==> src/rtl/vbffa_pkg.sv <==
// Shared types, codes and helpers of the VRAM bank first-fit allocator.
`default_nettype none

package vbffa_pkg;

	localparam logic [1:0] KIND_INIT   = 2'd0;
	localparam logic [1:0] KIND_CREATE = 2'd1;
	localparam logic [1:0] KIND_DELETE = 2'd2;

	localparam logic [2:0] ST_OK          = 3'd0;
	localparam logic [2:0] ST_BAD_LAYER   = 3'd1;
	localparam logic [2:0] ST_BAD_SIZE    = 3'd2;
	localparam logic [2:0] ST_NO_TILE     = 3'd3;
	localparam logic [2:0] ST_NO_MAP      = 3'd4;
	localparam logic [2:0] ST_NOT_CREATED = 3'd5;

	localparam int unsigned LAYERS         = 4;
	localparam int unsigned NEED_W         = 6;
	localparam int unsigned TILE_BANK_LOG2 = 14;
	localparam int unsigned MAP_BANK_LOG2  = 11;
	localparam logic [15:0] MAX_TILE_BYTES = 16'd16384;
	localparam logic [9:0]  BG_SMALL       = 10'd256;
	localparam logic [9:0]  BG_LARGE       = 10'd512;

	typedef struct packed {
		logic [1:0]  kind;
		logic        screen;
		logic [1:0]  layer;
		logic [15:0] tile_bytes;
		logic [15:0] map_bytes;
		logic [9:0]  bg_width;
		logic [9:0]  bg_height;
	} req_t;

	typedef struct packed {
		logic [2:0] status;
		logic [2:0] tile_base;
		logic [3:0] tile_count;
		logic [3:0] map_base;
		logic [4:0] map_count;
	} rsp_t;

	typedef struct packed {
		logic done;
		logic found;
	} scan_st_t;

	// ceil(bytes / bank size), zero bytes still takes one bank
	function automatic logic [NEED_W-1:0] banks_needed(input logic [15:0] bytes,
		input int unsigned log2size);
		logic [15:0] t;
		t = (bytes - 16'd1) >> log2size;
		if (bytes == 16'd0) begin
			return NEED_W'(1);
		end
		return NEED_W'(t) + NEED_W'(1);
	endfunction

endpackage

`default_nettype wire

==> src/rtl/vbffa_scan.sv <==
// First-fit run finder: walks one bank a cycle looking for a free run.
`default_nettype none

module vbffa_scan #(
	parameter int unsigned N = 16
) (
	input  logic                              clk,
	input  logic                              arst_n,
	input  logic                              go,
	input  logic [N-1:0]                      busy,
	input  logic [$clog2(N+1)-1:0]            len,
	input  logic [vbffa_pkg::NEED_W-1:0]      need,
	output vbffa_pkg::scan_st_t               st,
	output logic [$clog2(N)-1:0]              base
);
	import vbffa_pkg::*;

	localparam int unsigned IW = $clog2(N);
	localparam int unsigned LW = $clog2(N + 1);

	logic              active_q;
	logic [IW-1:0]     idx_q;
	logic [IW-1:0]     start_q;
	logic [NEED_W-1:0] run_q;
	logic [NEED_W:0]   run_nx;
	logic              free_b;
	logic              hit;
	logic              last;

	always_comb begin
		free_b   = !busy[idx_q];
		run_nx   = free_b ? ({1'b0, run_q} + (NEED_W+1)'(1)) : '0;
		hit      = free_b && (run_nx >= {1'b0, need});
		last     = ((LW'(idx_q) + LW'(1)) == len);
		base     = (run_q == '0) ? idx_q : start_q;
		st.done  = active_q && (hit || last);
		st.found = active_q && hit;
	end

	always_ff @(posedge clk or negedge arst_n) begin
		if (!arst_n) begin
			active_q <= 1'b0;
			idx_q    <= '0;
			start_q  <= '0;
			run_q    <= '0;
		end else if (go) begin
			active_q <= 1'b1;
			idx_q    <= '0;
			start_q  <= '0;
			run_q    <= '0;
		end else if (active_q) begin
			if (st.done) begin
				active_q <= 1'b0;
			end
			if (free_b && run_q == '0) begin
				start_q <= idx_q;
			end
			run_q <= NEED_W'(run_nx);
			idx_q <= idx_q + IW'(1);
		end
	end

endmodule

`default_nettype wire

==> src/rtl/vram_bank_first_fit_allocator.sv <==
// Top level of the VRAM bank first-fit allocator: sequencer, pools and layer records.
//
// One item is taken at a time. Init, delete, unknown kinds and rejected creates
// pass from the execute state straight to the done state; a create that reaches
// the search walks the tile pool and, once a tile run is found, the map pool one
// bank per cycle through a single shared first-fit scanner before it reaches the
// done state. The next item can be taken as soon as the result has been loaded
// into the output register, even while that result is still stalled. Reset
// leaves every screen freshly initialised: the lowest ceil(MAP_BANKS/8) tile
// banks (at most TILE_BANKS) are held for maps, all map banks are free and no
// layer is created.
`default_nettype none

module vram_bank_first_fit_allocator #(
	parameter int unsigned TILE_BANKS = 8,
	parameter int unsigned MAP_BANKS  = 16,
	parameter int unsigned SCREENS    = 2
) (
	input  logic            clk,
	input  logic            arst_n,
	input  logic            req_valid,
	output logic            req_stall,
	input  vbffa_pkg::req_t req,
	output logic            rsp_valid,
	input  logic            rsp_stall,
	output vbffa_pkg::rsp_t rsp
);
	import vbffa_pkg::*;

	localparam int unsigned RES_RAW = ((MAP_BANKS - 1) >> 3) + 1;
	localparam int unsigned RESERVE = (RES_RAW > TILE_BANKS) ? TILE_BANKS : RES_RAW;
	localparam int unsigned SCAN_N  = (TILE_BANKS > MAP_BANKS) ? TILE_BANKS : MAP_BANKS;
	localparam int unsigned SCAN_IW = $clog2(SCAN_N);
	localparam int unsigned SCAN_LW = $clog2(SCAN_N + 1);
	localparam int unsigned SIW     = (SCREENS > 1) ? $clog2(SCREENS) : 1;
	localparam int unsigned TBW     = $clog2(TILE_BANKS);
	localparam int unsigned TCW     = $clog2(TILE_BANKS + 1);
	localparam int unsigned MBW     = $clog2(MAP_BANKS);
	localparam int unsigned MCW     = $clog2(MAP_BANKS + 1);

	typedef enum logic [4:0] {
		S_IDLE  = 5'b00001,
		S_EXEC  = 5'b00010,
		S_TSCAN = 5'b00100,
		S_MSCAN = 5'b01000,
		S_DONE  = 5'b10000
	} state_t;

	function automatic logic [TILE_BANKS-1:0] tile_range(input int unsigned b,
		input int unsigned c);
		logic [TILE_BANKS-1:0] m;
		for (int unsigned i = 0; i < TILE_BANKS; i++) begin
			m[i] = (i >= b) && (i < b + c);
		end
		return m;
	endfunction

	function automatic logic [MAP_BANKS-1:0] map_range(input int unsigned b,
		input int unsigned c);
		logic [MAP_BANKS-1:0] m;
		for (int unsigned i = 0; i < MAP_BANKS; i++) begin
			m[i] = (i >= b) && (i < b + c);
		end
		return m;
	endfunction

	function automatic logic [TILE_BANKS-1:0] reserve_mask();
		logic [TILE_BANKS-1:0] m;
		for (int unsigned i = 0; i < TILE_BANKS; i++) begin
			m[i] = (i < RESERVE);
		end
		return m;
	endfunction

	function automatic rsp_t answer_of(input logic [2:0] status_v,
		input logic [3:0] tc, input logic [4:0] mc);
		rsp_t r;
		r            = '0;
		r.status     = status_v;
		r.tile_count = tc;
		r.map_count  = mc;
		return r;
	endfunction

	state_t state_q;
	req_t   req_q;
	rsp_t   res_q;
	rsp_t   rsp_q;
	logic   rsp_valid_q;

	logic [TILE_BANKS-1:0] tile_busy_q [SCREENS];
	logic [MAP_BANKS-1:0]  map_busy_q  [SCREENS];
	logic                  created_q   [SCREENS][LAYERS];
	logic [TBW-1:0]        rec_tb_q    [SCREENS][LAYERS];
	logic [TCW-1:0]        rec_tc_q    [SCREENS][LAYERS];
	logic [MBW-1:0]        rec_mb_q    [SCREENS][LAYERS];
	logic [MCW-1:0]        rec_mc_q    [SCREENS][LAYERS];
	logic [TBW-1:0]        tstart_q;

	logic                  scr_ok;
	logic [SIW-1:0]        sidx;
	logic [1:0]            lidx;
	logic                  layer_ok;
	logic                  size_ok;
	logic                  exec_scan;
	logic [NEED_W-1:0]     tneed;
	logic [NEED_W-1:0]     mneed;
	logic [TILE_BANKS-1:0] tfree_mask;
	logic [MAP_BANKS-1:0]  mfree_mask;
	logic [TILE_BANKS-1:0] tmark_mask;
	logic [MAP_BANKS-1:0]  mmark_mask;

	logic                  scan_go;
	logic [SCAN_N-1:0]     scan_vec;
	logic [SCAN_LW-1:0]    scan_len;
	logic [NEED_W-1:0]     scan_need;
	scan_st_t              scan_st;
	logic [SCAN_IW-1:0]    scan_base;

	always_comb begin
		scr_ok    = (32'(req_q.screen) < SCREENS);
		sidx      = scr_ok ? SIW'(req_q.screen) : '0;
		lidx      = req_q.layer;
		layer_ok  = (req_q.layer == 2'd2) || (req_q.layer == 2'd3);
		size_ok   = ((req_q.bg_width == BG_SMALL && req_q.bg_height == BG_SMALL) ||
		             (req_q.bg_width == BG_LARGE && req_q.bg_height == BG_LARGE)) &&
		            (req_q.tile_bytes <= MAX_TILE_BYTES);
		tneed     = banks_needed(req_q.tile_bytes, TILE_BANK_LOG2);
		mneed     = banks_needed(req_q.map_bytes, MAP_BANK_LOG2);
		exec_scan = (state_q == S_EXEC) && scr_ok && (req_q.kind == KIND_CREATE) &&
		            layer_ok && size_ok;
		tfree_mask = tile_range(32'(rec_tb_q[sidx][lidx]), 32'(rec_tc_q[sidx][lidx]));
		mfree_mask = map_range(32'(rec_mb_q[sidx][lidx]), 32'(rec_mc_q[sidx][lidx]));
		tmark_mask = tile_range(32'(tstart_q), 32'(tneed));
		mmark_mask = map_range(32'(scan_base), 32'(mneed));
		scan_go   = exec_scan ||
		            ((state_q == S_TSCAN) && scan_st.done && scan_st.found);
		if (state_q == S_TSCAN) begin
			scan_vec  = SCAN_N'(tile_busy_q[sidx]);
			scan_len  = SCAN_LW'(TILE_BANKS);
			scan_need = tneed;
		end else begin
			scan_vec  = SCAN_N'(map_busy_q[sidx]);
			scan_len  = SCAN_LW'(MAP_BANKS);
			scan_need = mneed;
		end
	end

	vbffa_scan #(
		.N(SCAN_N)
	) u_scan (
		.clk    (clk),
		.arst_n (arst_n),
		.go     (scan_go),
		.busy   (scan_vec),
		.len    (scan_len),
		.need   (scan_need),
		.st     (scan_st),
		.base   (scan_base)
	);

	always_ff @(posedge clk or negedge arst_n) begin
		if (!arst_n) begin
			state_q     <= S_IDLE;
			rsp_valid_q <= 1'b0;
			tstart_q    <= '0;
			for (int s = 0; s < SCREENS; s++) begin
				tile_busy_q[s] <= reserve_mask();
				map_busy_q[s]  <= '0;
				for (int l = 0; l < LAYERS; l++) begin
					created_q[s][l] <= 1'b0;
					rec_tb_q[s][l]  <= '0;
					rec_tc_q[s][l]  <= '0;
					rec_mb_q[s][l]  <= '0;
					rec_mc_q[s][l]  <= '0;
				end
			end
		end else begin
			if (state_q == S_DONE && (!rsp_valid_q || !rsp_stall)) begin
				rsp_valid_q <= 1'b1;
			end else if (rsp_valid_q && !rsp_stall) begin
				rsp_valid_q <= 1'b0;
			end
			unique case (state_q)
				S_IDLE: begin
					if (req_valid) begin
						req_q   <= req;
						state_q <= S_EXEC;
					end
				end
				S_EXEC: begin
					state_q <= exec_scan ? S_TSCAN : S_DONE;
					if (!scr_ok) begin
						res_q <= answer_of(ST_BAD_LAYER, '0, '0);
					end else begin
						unique case (req_q.kind)
							KIND_INIT: begin
								res_q <= answer_of(ST_OK, '0, '0);
								tile_busy_q[sidx] <= reserve_mask();
								map_busy_q[sidx]  <= '0;
								for (int l = 0; l < LAYERS; l++) begin
									created_q[sidx][l] <= 1'b0;
									rec_tb_q[sidx][l]  <= '0;
									rec_tc_q[sidx][l]  <= '0;
									rec_mb_q[sidx][l]  <= '0;
									rec_mc_q[sidx][l]  <= '0;
								end
							end
							KIND_CREATE: begin
								if (!layer_ok) begin
									res_q <= answer_of(ST_BAD_LAYER, '0, '0);
								end else begin
									if (created_q[sidx][lidx]) begin
										tile_busy_q[sidx] <= tile_busy_q[sidx] & ~tfree_mask;
										map_busy_q[sidx]  <= map_busy_q[sidx] & ~mfree_mask;
										created_q[sidx][lidx] <= 1'b0;
										rec_tb_q[sidx][lidx]  <= '0;
										rec_tc_q[sidx][lidx]  <= '0;
										rec_mb_q[sidx][lidx]  <= '0;
										rec_mc_q[sidx][lidx]  <= '0;
									end
									if (!size_ok) begin
										res_q <= answer_of(ST_BAD_SIZE, '0, '0);
									end else begin
										res_q <= answer_of(ST_OK, '0, '0);
									end
								end
							end
							KIND_DELETE: begin
								if (!created_q[sidx][lidx]) begin
									res_q <= answer_of(ST_NOT_CREATED, '0, '0);
								end else begin
									res_q <= answer_of(ST_OK, 4'(rec_tc_q[sidx][lidx]),
										5'(rec_mc_q[sidx][lidx]));
									tile_busy_q[sidx] <= tile_busy_q[sidx] & ~tfree_mask;
									map_busy_q[sidx]  <= map_busy_q[sidx] & ~mfree_mask;
									created_q[sidx][lidx] <= 1'b0;
									rec_tb_q[sidx][lidx]  <= '0;
									rec_tc_q[sidx][lidx]  <= '0;
									rec_mb_q[sidx][lidx]  <= '0;
									rec_mc_q[sidx][lidx]  <= '0;
								end
							end
							default: begin
								res_q <= answer_of(ST_OK, '0, '0);
							end
						endcase
					end
				end
				S_TSCAN: begin
					if (scan_st.done) begin
						if (!scan_st.found) begin
							res_q.status <= ST_NO_TILE;
							state_q      <= S_DONE;
						end else begin
							tstart_q <= TBW'(scan_base);
							state_q  <= S_MSCAN;
						end
					end
				end
				S_MSCAN: begin
					if (scan_st.done) begin
						state_q <= S_DONE;
						if (!scan_st.found) begin
							res_q.status <= ST_NO_MAP;
						end else begin
							tile_busy_q[sidx]     <= tile_busy_q[sidx] | tmark_mask;
							map_busy_q[sidx]      <= map_busy_q[sidx] | mmark_mask;
							created_q[sidx][lidx] <= 1'b1;
							rec_tb_q[sidx][lidx]  <= tstart_q;
							rec_tc_q[sidx][lidx]  <= TCW'(tneed);
							rec_mb_q[sidx][lidx]  <= MBW'(scan_base);
							rec_mc_q[sidx][lidx]  <= MCW'(mneed);
							res_q.tile_base  <= 3'(tstart_q);
							res_q.tile_count <= 4'(tneed);
							res_q.map_base   <= 4'(scan_base);
							res_q.map_count  <= 5'(mneed);
						end
					end
				end
				S_DONE: begin
					if (!rsp_valid_q || !rsp_stall) begin
						rsp_q   <= res_q;
						state_q <= S_IDLE;
					end
				end
				default: begin
					state_q <= S_IDLE;
				end
			endcase
		end
	end

	assign req_stall = (state_q != S_IDLE);
	assign rsp_valid = rsp_valid_q;
	assign rsp       = rsp_q;

`ifndef SYNTHESIS
	a_fail_zero: assert property (@(posedge clk) disable iff (!arst_n)
		(state_q == S_DONE && res_q.status != ST_OK) |->
		(res_q.tile_count == '0 && res_q.map_count == '0 &&
		 res_q.tile_base == '0 && res_q.map_base == '0))
		else $error("failed item carries a non-zero allocation");

	a_run_fits: assert property (@(posedge clk) disable iff (!arst_n)
		(scan_st.done && scan_st.found) |->
		(32'(scan_base) + 32'(scan_need) <= 32'(scan_len)))
		else $error("first-fit run runs past the end of the pool");

	a_reserved: assert property (@(posedge clk) disable iff (!arst_n)
		tile_busy_q[0][0])
		else $error("tile bank held for maps has been released");
`endif

endmodule

`default_nettype wire
==> config.mk <==
export PLATFORM = sky130hd
export DESIGN_NAME = vram_bank_first_fit_allocator
export DESIGN_NICKNAME = d
export VERILOG_FILES = /design/src/rtl/vbffa_pkg.sv /design/src/rtl/vbffa_scan.sv /design/src/rtl/vram_bank_first_fit_allocator.sv
export SDC_FILE = /design/constraint.sdc
export NUM_CORES = 1
export LEC_CHECK = 0
export BUFFER_PORTS_ARGS = -buffer_cell sky130_fd_sc_hd__clkbuf_2
export CORE_UTILIZATION = 45
export DETAILED_ROUTE_END_ITERATION = 10
export GPL_TIMING_DRIVEN = 0
export PLACE_DENSITY_LB_ADDON = 0.12
export SETUP_SLACK_MARGIN = 0.15
export SLEW_MARGIN = 10
export SYNTH_ARGS = -nofsm -noshare
export SYNTH_HDL_FRONTEND = slang
export SYNTH_SLANG_ARGS = --single-unit
==> constraint.sdc <==
create_clock -name clk -period 5.4 [get_ports clk]
set_input_delay 0.54 -clock clk [delete_from_list [all_inputs] [get_ports clk]]
set_output_delay 0.54 -clock clk [all_outputs]
set_load 0.02 [all_outputs]
== Word-level counts from Yosys, hierarchy flattened ==
Index checks and enable logic that the tools add are counted.

* Bitwise operators: 59
* Order comparisons: 99
* Add/sub/neg operators: 11
* Reductions and logical operators: 85
* Mux-type cells: 181
* Equality and inequality tests: 24

{| class="wikitable"
|+ Operator list
! cell !! number
|-
| $lt 3x32->1 const A || 14
|-
| $lt 4x32->1 const A || 14
|-
| $mux 32 || 12
|-
| $and 32x32->32 || 11
|-
| $mux 16 || 18
|-
| $pmux 32 s3 || 3
|-
| $lt 1x32->1 const A || 8
|-
| $lt 2x32->1 const A || 8
|-
| $and 40x40->40 || 5
|-
| $not 40->40 || 5
|-
| $not 32->32 || 6
|-
| $pmux 32 s2 || 3
|-
| $mux 40 || 4
|-
| $bwmux 32 || 4
|-
| $and 24x24->24 || 5
|-
| $not 24->24 || 5
|-
| $pmux 40 s3 || 1
|-
| $demux 20 s1 || 5
|-
| $mux 20 || 5
|-
| $demux 16 s1 || 6
|-
| $mux 24 || 4
|-
| $pmux 40 s2 || 1
|-
| $mux 12 || 6
|-
| $mux 8 || 9
|-
| other kinds (103) || 297
|}

* Logic and storage cells: 527
* Register bits after elaboration: 303

== Longest topological paths before layout ==
Gate-level depths: netlist (run 1).

* Depth after elaboration: 17
* Gate-level depth with buffers: 22

== Modules after synthesis ==
A second synthesis (run 1) with hierarchy kept.

* Cell total of the unflattened synthesis: 1498
* Area total of the unflattened synthesis: 15536.2 um^2

{| class="wikitable"
|+ Modules (own cells, without submodules)
! module !! area each (um^2) !! times used !! cells an instance !! sequential area each (um^2)
|-
| vram_bank_first_fit_allocator || 14261.2 || 1 || 1360 || 7688.6
|-
| vbffa_scan || 1275.0 || 1 || 138 || 375.4
|}

== Worst setup path before layout (run 1) ==
No wires, ideal clock.

* Kind: flip-flop to flip-flop
* Start: reg req_q[25] (netlist name)
* End: reg res_q[0] (netlist name) (enable)
* Slack: 160 ps
* Setup time: 414 ps
* Data arrival time: 4827 ps
* Stages on the path, launching flop included: 19
* Clock period less this slack: 5240 ps
* Buffers on the path: 1
* Cell sequence: edfxtp_1 nor4_1 nand3_1 or2_2 nand2_1 nand2_1 ha_1 nor3_1 a21oi_1 mux2i_1 clkbuf_1 a21oi_1 ha_1 o21ai_0 o21ai_0 a21oi_1 a311oi_2 a21oi_4 a21boi_0

* Word-level cells in the longest chain between the ends: 10
* Elaborated cells between the ends (all ways): 14
* Classes of those cells: add/sub: 2; order compare: 1; eq/ne: 2; mux: 3; reduce/logical: 6

{| class="wikitable"
|+ RTL lines
! element !! line !! source
|-
| from (decl) || vram_bank_first_fit_allocator.sv:86 || <nowiki>req_t req_q;</nowiki>
|-
| from (signal assigned) || vram_bank_first_fit_allocator.sv:187 || <nowiki>req_q <= req;</nowiki>
|-
| $sub 16x1->16 / $logic_not 16->1 (equally long branches) || vbffa_pkg.sv:52, vbffa_pkg.sv:53 ||
|-
| $add 5x1->6 / $mux 1 (equally long branches) || vbffa_pkg.sv:56, vbffa_pkg.sv:53 ||
|-
| $mux 6 * || vbffa_pkg.sv:56 || <nowiki>return NEED_W'(t) + NEED_W'(1);</nowiki>
|-
| $mux 6 * || vram_bank_first_fit_allocator.sv:138 || <nowiki>if (state_q == S_TSCAN) begin</nowiki>
|-
| $ge 7x6->1 * || vbffa_scan.sv:33 || <nowiki>hit = free_b && (run_nx >= {1'b0, need});</nowiki>
|-
| $logic_and 1x1->1 * || vbffa_scan.sv:33 ||
|-
| $logic_or 1x1->1 || vbffa_scan.sv:36 || <nowiki>st.done = active_q && (hit || last);</nowiki>
|-
| $logic_and 1x1->1 || vbffa_scan.sv:36 ||
|-
| $ne 2x2->1 (no line) || -- ||
|-
| $reduce_and 4->1 (no line) * || -- ||
|-
| to (signal assigned) || vram_bank_first_fit_allocator.sv:194 || <nowiki>res_q <= answer_of(ST_BAD_LAYER, '0, '0);</nowiki>
|-
| to (signal assigned) || vram_bank_first_fit_allocator.sv:198 || <nowiki>res_q <= answer_of(ST_OK, '0, '0);</nowiki>
|-
| to (signal assigned) || vram_bank_first_fit_allocator.sv:211 || <nowiki>res_q <= answer_of(ST_BAD_LAYER, '0, '0);</nowiki>
|-
| to (decl) || vram_bank_first_fit_allocator.sv:87 || <nowiki>rsp_t res_q;</nowiki>
|}

Mark *: on every way between the ends. The rest lies on a longest branch, timed or not.
A chain may end at the register's enable or synchronous reset.

== Final worst setup path (run 1) ==
* Start: reg req_q, in the netlist sidx
* End: reg map_busy_q[13] (netlist name)

* Word-level cells in the longest chain between the ends: 17
* Elaborated cells between the ends (all ways): 60
* Classes of those cells: add/sub: 1; order compare: 5; eq/ne: 2; mux: 38; bitwise: 6; reduce/logical: 8

{| class="wikitable"
|+ RTL lines
! element !! line !! source
|-
| $not 1->2 * || -- ||
|-
| $mux 16 (not written as such) / $mux 20 (equally long branches) (3 in a row) || vram_bank_first_fit_allocator.sv:133 || <nowiki>mfree_mask = map_range(32'(rec_mb_q[sidx][lidx]), 32'(rec_mc_q[sidx][lidx]));</nowiki>
|-
| $bmux 4 s2 / $bmux 5 s2 (equally long branches) || vram_bank_first_fit_allocator.sv:133 ||
|-
| $mux 4 (not written as such) / $mux 5 (equally long branches) (2 in a row) || vram_bank_first_fit_allocator.sv:133 ||
|-
| $add 4x5->6 || vram_bank_first_fit_allocator.sv:62 || <nowiki>m[i] = (i >= b) && (i < b + c);</nowiki>
|-
| $lt 4x32->1 || vram_bank_first_fit_allocator.sv:62 ||
|-
| $logic_and 1x1->1 || vram_bank_first_fit_allocator.sv:62 ||
|-
| $not 16->16 || vram_bank_first_fit_allocator.sv:215, vram_bank_first_fit_allocator.sv:236 ||
|-
| $and 16x16->16 || vram_bank_first_fit_allocator.sv:215, vram_bank_first_fit_allocator.sv:236 ||
|-
| $bwmux 32 || vram_bank_first_fit_allocator.sv:215, vram_bank_first_fit_allocator.sv:236 ||
|-
| $mux 32 || vram_bank_first_fit_allocator.sv:213, vram_bank_first_fit_allocator.sv:230 ||
|-
| $mux 32 || vram_bank_first_fit_allocator.sv:210 || <nowiki>if (!layer_ok) begin</nowiki>
|-
| $pmux 32 s3 || vram_bank_first_fit_allocator.sv:196 || <nowiki>unique case (req_q.kind)</nowiki>
|-
| $pmux 32 s2 || vram_bank_first_fit_allocator.sv:184 || <nowiki>unique case (state_q)</nowiki>
|-
| to (signal, indexed assignment) || vram_bank_first_fit_allocator.sv:215 || <nowiki>map_busy_q[sidx] <= map_busy_q[sidx] & ~mfree_mask;</nowiki>
|-
| to (signal, indexed assignment) || vram_bank_first_fit_allocator.sv:236 || <nowiki>map_busy_q[sidx] <= map_busy_q[sidx] & ~mfree_mask;</nowiki>
|-
| to (signal, indexed assignment) || vram_bank_first_fit_allocator.sv:268 || <nowiki>map_busy_q[sidx] <= map_busy_q[sidx] | mmark_mask;</nowiki>
|-
| to (decl) || vram_bank_first_fit_allocator.sv:92 || <nowiki>logic [MAP_BANKS-1:0] map_busy_q [SCREENS];</nowiki>
|}

Mark *: on every way between the ends. The rest lies on a longest branch, timed or not. The select of a mux whose other input is x is not followed.

==> summary.md, run 1 <==
| Metric | Value |
|---|---|
| Status | `complete, no violations` |
| Synth cell count leaders | `dfrtp_1, a22o_1, edfxtp_1, nor2_1, nand2_1` |
| DRT met1 WL | `20.8 mm` |
| Root buf cell | `clkbuf_16` |
| Reg2reg setup slack | `0.34 ns` |
| Synth Warn # | `0` |
| Post-synth top area cell | `dfrtp_1` |
| Pwr/cell area | `327 mW/mm²` |
| Clock transition at path regs | `0.06 ns` |
| Detailed-route vias per instance | `6.20` |
| Top-count cell post-synth | `dfrtp_1` |
| Reg2reg end | `map_busy_q[13]` |
| Area contributors post-synth | `dfrtp_1, edfxtp_1, a22o_1, mux2i_1, ha_1` |
| Pre-CTS WS | `-0.402 ns` |
| Number of synthesized flops with an enable pin | `95` |
| Tcrit/Tclk final | `93.7%` |
| Final Hold Slack | `0.00498 ns` |
| Die area | `0.0343 mm²` |
| Initial DRC count | `1,190` |
| FFs w/ async S/R, synth | `68.6%` |
| Number of max-cap violations | `0` |
| Tmin final | `5.06 ns` |
| Fin. max-slew vios | `0` |
| Post-synthesis cell type count | `91` |
| Top FF cell, synth | `dfrtp_1` |
| Setup ws final | `0.342 ns` |
| Worst Path Buf+Inv | `5` |
| Die Height | `185 µm` |
| Routed wl met2 | `20.6 mm` |
| Remaining DRCs | `0` |
| Startpoint Class | `flip-flop` |
| Hold Buf Count CTS | `0` |
| Worst r2r src | `sidx` |
| Fmax | `198 MHz` |
| Clock buffer depth | `3` |
| Post-DRT Antenna Nets | `0` |
| Pleak | `7.56 nW` |
| Final Hold Viols | `0` |
| CP max FO | `10` |
| Worst Path Required | `5.85 ns` |
| Power Total | `5.72 mW` |
| Gr usage total | `28.4%` |
| CP Cell Sequence | `buf_6 -> buf_4 -> buf_6 -> buf_6 -> and3b_1 -> clkbuf_1 -> a22o_1 -> a221oi_1 -> nand3_1 -> ha_1 -> a21o_1 -> a21oi_1 -> xor2_1 -> nor2_1 -> a2111oi_0 -> a311oi_1 -> nand2_1 -> a22o_1` |
| Post-synth top area share | `33.6%` |
| CP max stage delay | `0.63 ns` |
| Syn nets | `1,425` |
| Delay-heaviest family, CP | `compound AO/OA/AOI/OAI gates` |
| Clock skew | `0.0179 ns` |
| Dpl hpwl | `33.3 mm` |
| Slew @ Worst Pin | `0.871 ns` |
| Crit Path Class | `reg -> reg` |
| Total global routing overflow | `0` |
| Setup TNS | `0 ns` |
| First-pass GRT wire length | `71.8 mm` |
| Fraction of layout cells with a size suffix above 1 | `18.9%` |
| Final Net Count | `1,548` |
| #FFs+latches synth | `303` |
| Clock Latency Late Sink | `0.53 ns` |
| Slowest CP cell | `a2111oi_0` |
| WP data arrival | `5.51 ns` |
| H-tree levels | `2` |
| Drt wl/cell | `24.4 µm` |
| Top layer in use | `met5` |
| Vias | `11.9k` |
| Min-delay worst type | `in -> async` |
| Initial core utilization | `46.1%` |
| CTS tree | `done` |
| CP dominant cell by count | `buf_6` |
| Met3 wire len | `4.24 mm` |
| CP endpoint kind | `flip-flop` |
| Peak VDD IR | `0.288 mV` |
| Largest net degree at the start of global routing | `94` |
| Core area | `0.0328 mm²` |
| Mean cell area of the mapped netlist | `11.3 µm²` |
| # IOs | `82` |
| Clock Sinks | `303` |
| Gpl congestion | `0.898` |
| Port-buffer cells | `81` |
| Area delta synth->final | `16.0%` |
| Antenna violations before repair | `1` |
| Site Rows | `66` |
| Total wire length | `46.9 mm` |
| RSZ-0062 raised after global routing | `yes` |
| Setup violators final | `0` |
| CTS Buf Count | `35` |
| Vias in the first global route | `11.5k` |
| Die Wd | `185 µm` |
| 1st-pass router iterations | `5` |
| Mapped cell area | `0.0151 mm²` |
| Slew Limit Headroom | `40.4%` |
| Sequential fraction of the synthesis area | `53.4%` |
| Gate Count Post-Synth | `1,332` |
| Worst Reg-to-Reg Cells | `18` |
cell families (layout without fill, tap and decap cells):
kind of cell,count (synthesis),in the layout,synth area share [%]
AOI/OAI and AO/OA,443,443,21.2
xor gates and xnor gates,20,20,1.16
DFF,303,303,53.4
and+or+nand+nor,345,345,12.2
adders and majority gates,32,32,2.85
muxes,67,67,5.26
buffers and inverters,122,272,3.89
other,0,1,0
stage by stage:
step / instance area [µm²] / utilization [%] / instances
after global routing: 17500 / 53.4 / 1924
after detailed placement: 16200 / 49.3 / 1859
after CTS: 17400 / 53.1 / 1925
final: 17500 / 53.4 / 1925
after floorplan: 15100 / - / 1332
after global placement: 16100 / 49.0 / 1855
final cells by class:
class,count,area [µm²]
diodes,1,2.50
plain buffers,91,500
clock buffers,50,1000
clock inverters,14,193
fillers,2896,15300
inverters,30,118
multi-input cells,907,6560
flip-flops and latches,303,8060
well taps,442,553
repair buffers,87,514
flip-flops by register name, summed over array words and instances, names as in the netlist:
signal and flops:
res_q 19, sidx 1, lidx 2, u_scan.start_q 4, u_scan.active_q 1, state_q 5
created_q 8, rec_tc_q 32, req_q 54, rec_tb_q 24, rsp 19, map_busy_q 32
tstart_q 3, u_scan.run_q 6, u_scan.idx_q 4, rec_mc_q 40, rec_mb_q 32, tile_busy_q 16
rsp_valid 1
power breakdown:
group	internal [mW]	switching, mW
clock	1.49	0.970
sequential	2.49	0.0501
combinational	0.201	0.515
total	4.19	1.54
layer usage:
layer	up-vias	global-route usage [%]
met1	5919	41.2
met4	2	8.89
met3	82	5.68
met5	-	0
li1	5320	-
met2	619	42.5
repair_timing:
action	CTS	global route
gates cloned	0	0
pin swaps	1	1
gates resized for setup	17	32
buffers inserted	2	0
endpoints found under the setup margin	196	200
worst reg2reg max path, delay by kind of cell (launching register included):
family | cells | cell delay [ns]
flops | 1 | 0.34
compound gates | 7 | 1.87
buf+inv | 5 | 1.15
xor+xnor | 1 | 0.41
simple gates | 4 | 0.81
fa+ha+maj | 1 | 0.41
worst max path at each step:
stage	depth (start not counted)	to	start
finish	18	map_busy_q[13]	sidx
global route	22	map_busy_q[27]	req_q[28]
CTS	22	map_busy_q[27]	req_q[28]
detailed placement	21	tile_busy_q[14]	req_q[25]
global placement	2	req_q[49]	arst_n
floorplan	18	res_q[0]	req_q[25]
cell usage in the layout (no fill, tap or decap), types with 6 or more instances in the layout:
cell type	Yosys	final
nor3_1	18	17
xnor2_1	10	10
a32o_1	11	11
clkbuf_2	0	87
nor4_1	18	16
dfrtp_1	203	203
nand2_1	76	75
edfxtp_1	95	95
mux2i_1	40	33
mux4_2	8	8
a31oi_1	7	7
buf_4	17	23
nand2b_1	14	14
mux2_2	18	18
a21oi_1	53	52
a22oi_1	22	22
clkbuf_16	0	36
clkbuf_1	39	39
nor2b_1	10	10
o21ai_1	44	46
and3_1	10	10
nand3b_1	8	8
clkbuf_8	0	6
o2bb2ai_1	8	8
ha_1	28	28
buf_2	28	21
nand4_1	11	11
nor2_1	81	80
a22o_1	131	131
mux2i_2	0	6
inv_1	24	24
nand3_1	31	30
o21ai_0	70	68
a21o_1	11	10
xor2_1	10	10
o21ai_2	11	11
a221oi_1	14	14
and2_1	28	27
(Power assumes the default switching activity.)
==> run 2: changes to the inputs <==
--- a/config.mk
+++ b/config.mk
@@ -6,7 +6,7 @@
 export NUM_CORES = 1
 export LEC_CHECK = 0
 export BUFFER_PORTS_ARGS = -buffer_cell sky130_fd_sc_hd__clkbuf_2
-export CORE_UTILIZATION = 45
+export CORE_UTILIZATION = 40
 export DETAILED_ROUTE_END_ITERATION = 10
 export GPL_TIMING_DRIVEN = 0
 export PLACE_DENSITY_LB_ADDON = 0.12
==> run 2 against run 1 <==
  * Power down 1.0%
  * Non-clock buffer count grew 2
  * Clock skew is 0.0089 ns higher
  * Sequential power is essentially flat
  * Global-route usage shrank 2.3 points
  * Clock-buffer cell count decreased by 1
  * Final cell count grew 3.2%
  * Critical path depth fell by 1
  * Hold slack improved by 0.16 ns
  * Wire length rose by 5.3%
  * Combinational power increased by 2%
  * Via count increased by 1.1%
  * Critical path type unchanged
==> summary.md, run 2 (synthesis gave the netlist of run 1 again) <==
| Metric | Value |
|---|---|
| Int Power | `4.09 mW` |
| Pwr/cell area | `322 mW/mm²` |
| Sw frac | `27.7%` |
| Clock Sinks | `303` |
| Register share of total power | `44.9%` |
| Max reg flops | `54` |
| Slew @ Worst Pin | `1.10 ns` |
| Detailed-route vias per instance | `6.08` |
| Remaining DRCs | `0` |
| Total global routing overflow | `0` |
| 1st-pass router iterations | `5` |
| Fin. max-slew vios | `0` |
| # IOs | `82` |
| CP max FO | `10` |
| Top flop regs | `req_q (54), rec_mc_q (40)` |
| Part of the power in the clock network | `42.2%` |
| H-tree levels | `2` |
| Final Net Count | `1,550` |
| Slew Limit Headroom | `26.7%` |
| Biggest register | `req_q` |
| Fraction of layout cells with a size suffix above 1 | `18.8%` |
| Worst Path Required | `5.85 ns` |
| Die Height | `196 µm` |
| Site Rows | `70` |
| Tmin final | `5.07 ns` |
| Commonest non-fill, non-tap cell in the layout | `dfrtp_1` |
| Status | `complete, no violations` |
| Psw | `1.57 mW` |
| First-pass GRT wire length | `74.9 mm` |
| Comb pwr share | `12.9%` |
| Post-DRT Antenna Nets | `0` |
| Dpl hpwl | `34.5 mm` |
| Setup TNS | `0 ns` |
| Gpl congestion | `0.913` |
| Die area | `0.0385 mm²` |
| Min-delay worst type | `in -> reg` |
| Initial core utilization | `41.0%` |
| Initial DRC count | `1,170` |
| Gr usage total | `26.1%` |
| Number of max-cap violations | `0` |
| Vias | `12.1k` |
| Root buf cell | `clkbuf_16` |
| CTS Buf Count | `35` |
| Final Hold Slack | `0.168 ns` |
| Fmax | `197 MHz` |
| RSZ-0062 raised after global routing | `no` |
| Clock Latency Late Sink | `0.56 ns` |
| Clock transition at path regs | `0.06 ns` |
| Largest net degree at the start of global routing | `96` |
| Startpoint Class | `flip-flop` |
| Setup violators final | `0` |
| Drt wl/cell | `24.9 µm` |
| Pleak | `7.57 nW` |
| Die Wd | `196 µm` |
| WP data arrival | `5.52 ns` |
| CP endpoint kind | `flip-flop` |
| Vias in the first global route | `11.9k` |
| Antenna violations before repair | `0` |
| Most frequent cells in the layout | `dfrtp_1, a22o_1, edfxtp_1` |
| Number of diodes | `0` |
| Power Total | `5.66 mW` |
| Total wire length | `49.4 mm` |
| Core area | `0.0369 mm²` |
| CTS tree | `done` |
| Tcrit/Tclk final | `93.9%` |
| Crit Path Class | `reg -> reg` |
| Area delta synth->final | `16.7%` |
| Clock skew | `0.0269 ns` |
| Peak VDD IR | `0.291 mV` |
| Clock buffer depth | `3` |
| Final Hold Viols | `0` |
| Fill cells | `3,422` |
| Port-buffer cells | `81` |
## run 2: worst max-delay path, stage by stage, from the launching register on
cell and delay, ns:
edfxtp_1 0.33, buf_6 0.14, buf_4 0.23, buf_6 0.23, buf_6 0.18, and3b_1 0.24, clkbuf_1 0.38, a22o_1 0.36
a221oi_1 0.25, nand3_1 0.30, fa_1 0.60, nand2b_1 0.19, mux2i_1 0.17, nor4b_2 0.43, a311oi_1 0.17, o21ai_0 0.49
o21ai_0 0.17, o21ai_1 0.10
## run 2: cell type report
cell class / count / area (µm²) / share of cell area (%)
Clock inverter: 14 / 138 / 0.781
Sequential cell: 303 / 8060 / 45.8
Inverter: 30 / 115 / 0.653
Buffer: 92 / 526 / 2.98
Clock buffer: 49 / 1000 / 5.67
Timing Repair Buffer: 88 / 520 / 2.95
Multi-Input combinational cell: 907 / 6630 / 37.6
Tap cell: 504 / 631 / 3.58
## run 2: power by group through the flow
stage                     registers (mW)  clock network, mW  logic, mW
after global placement              2.58                  0      0.688
after CTS                           2.54               2.43      0.715
after global routing                2.55               2.52      0.792
after floorplan                     2.58                  0      0.404
final                               2.54               2.39      0.731
after detailed placement            2.58                  0      0.704
## run 2: stage by stage
step           instance area, µm²  util (%)  worst slack [ns]  cells
3_3_place_gp                16100      43.8             -2.07   1917
2_1_floorplan               15100         -             0.160   1332
5_1_grt                     17600      47.8             0.154   1987
4_1_cts                     17500      47.3             0.191   1987
6_report                    17600      47.8             0.330   1987
3_5_place_dp                16200      44.0            -0.758   1921
## run 2: per-layer routing
layer	routed length (µm)	track usage, %	vias to the layer above
met5	0	0	-
met2	21700	38.8	536
met1	21900	37.1	6121
met4	1600	9.72	0
li1	-	-	5327
met3	4150	5.86	88
## run 2: path summary, 6_finish.rpt
check | startpoint | cells past startpoint | end | slack (ns)
worst min-delay path | req[52] | 1 | lidx[0] | 0.17
worst max-delay path | sidx | 17 | map_busy_q[1] | 0.33
min in group asynchronous | arst_n | 2 | rec_mc_q[22] | 0.50
worst min register to register | res_q[7] | 0 | rsp[7] | 0.42
max in group asynchronous | arst_n | 3 | map_busy_q[17] | 4.05
worst max register to register | sidx | 17 | map_busy_q[1] | 0.33
## run 2: repair_timing
item | CTS | global route
setup endpoints to repair | 200 | 178
buffers inserted | 2 | 0
pin swaps | 1 | 1
hold buffers | 1 | 0
cloned | 0 | 0
endpoints found under the hold margin | 41 | 0
gates resized for setup | 19 | 50
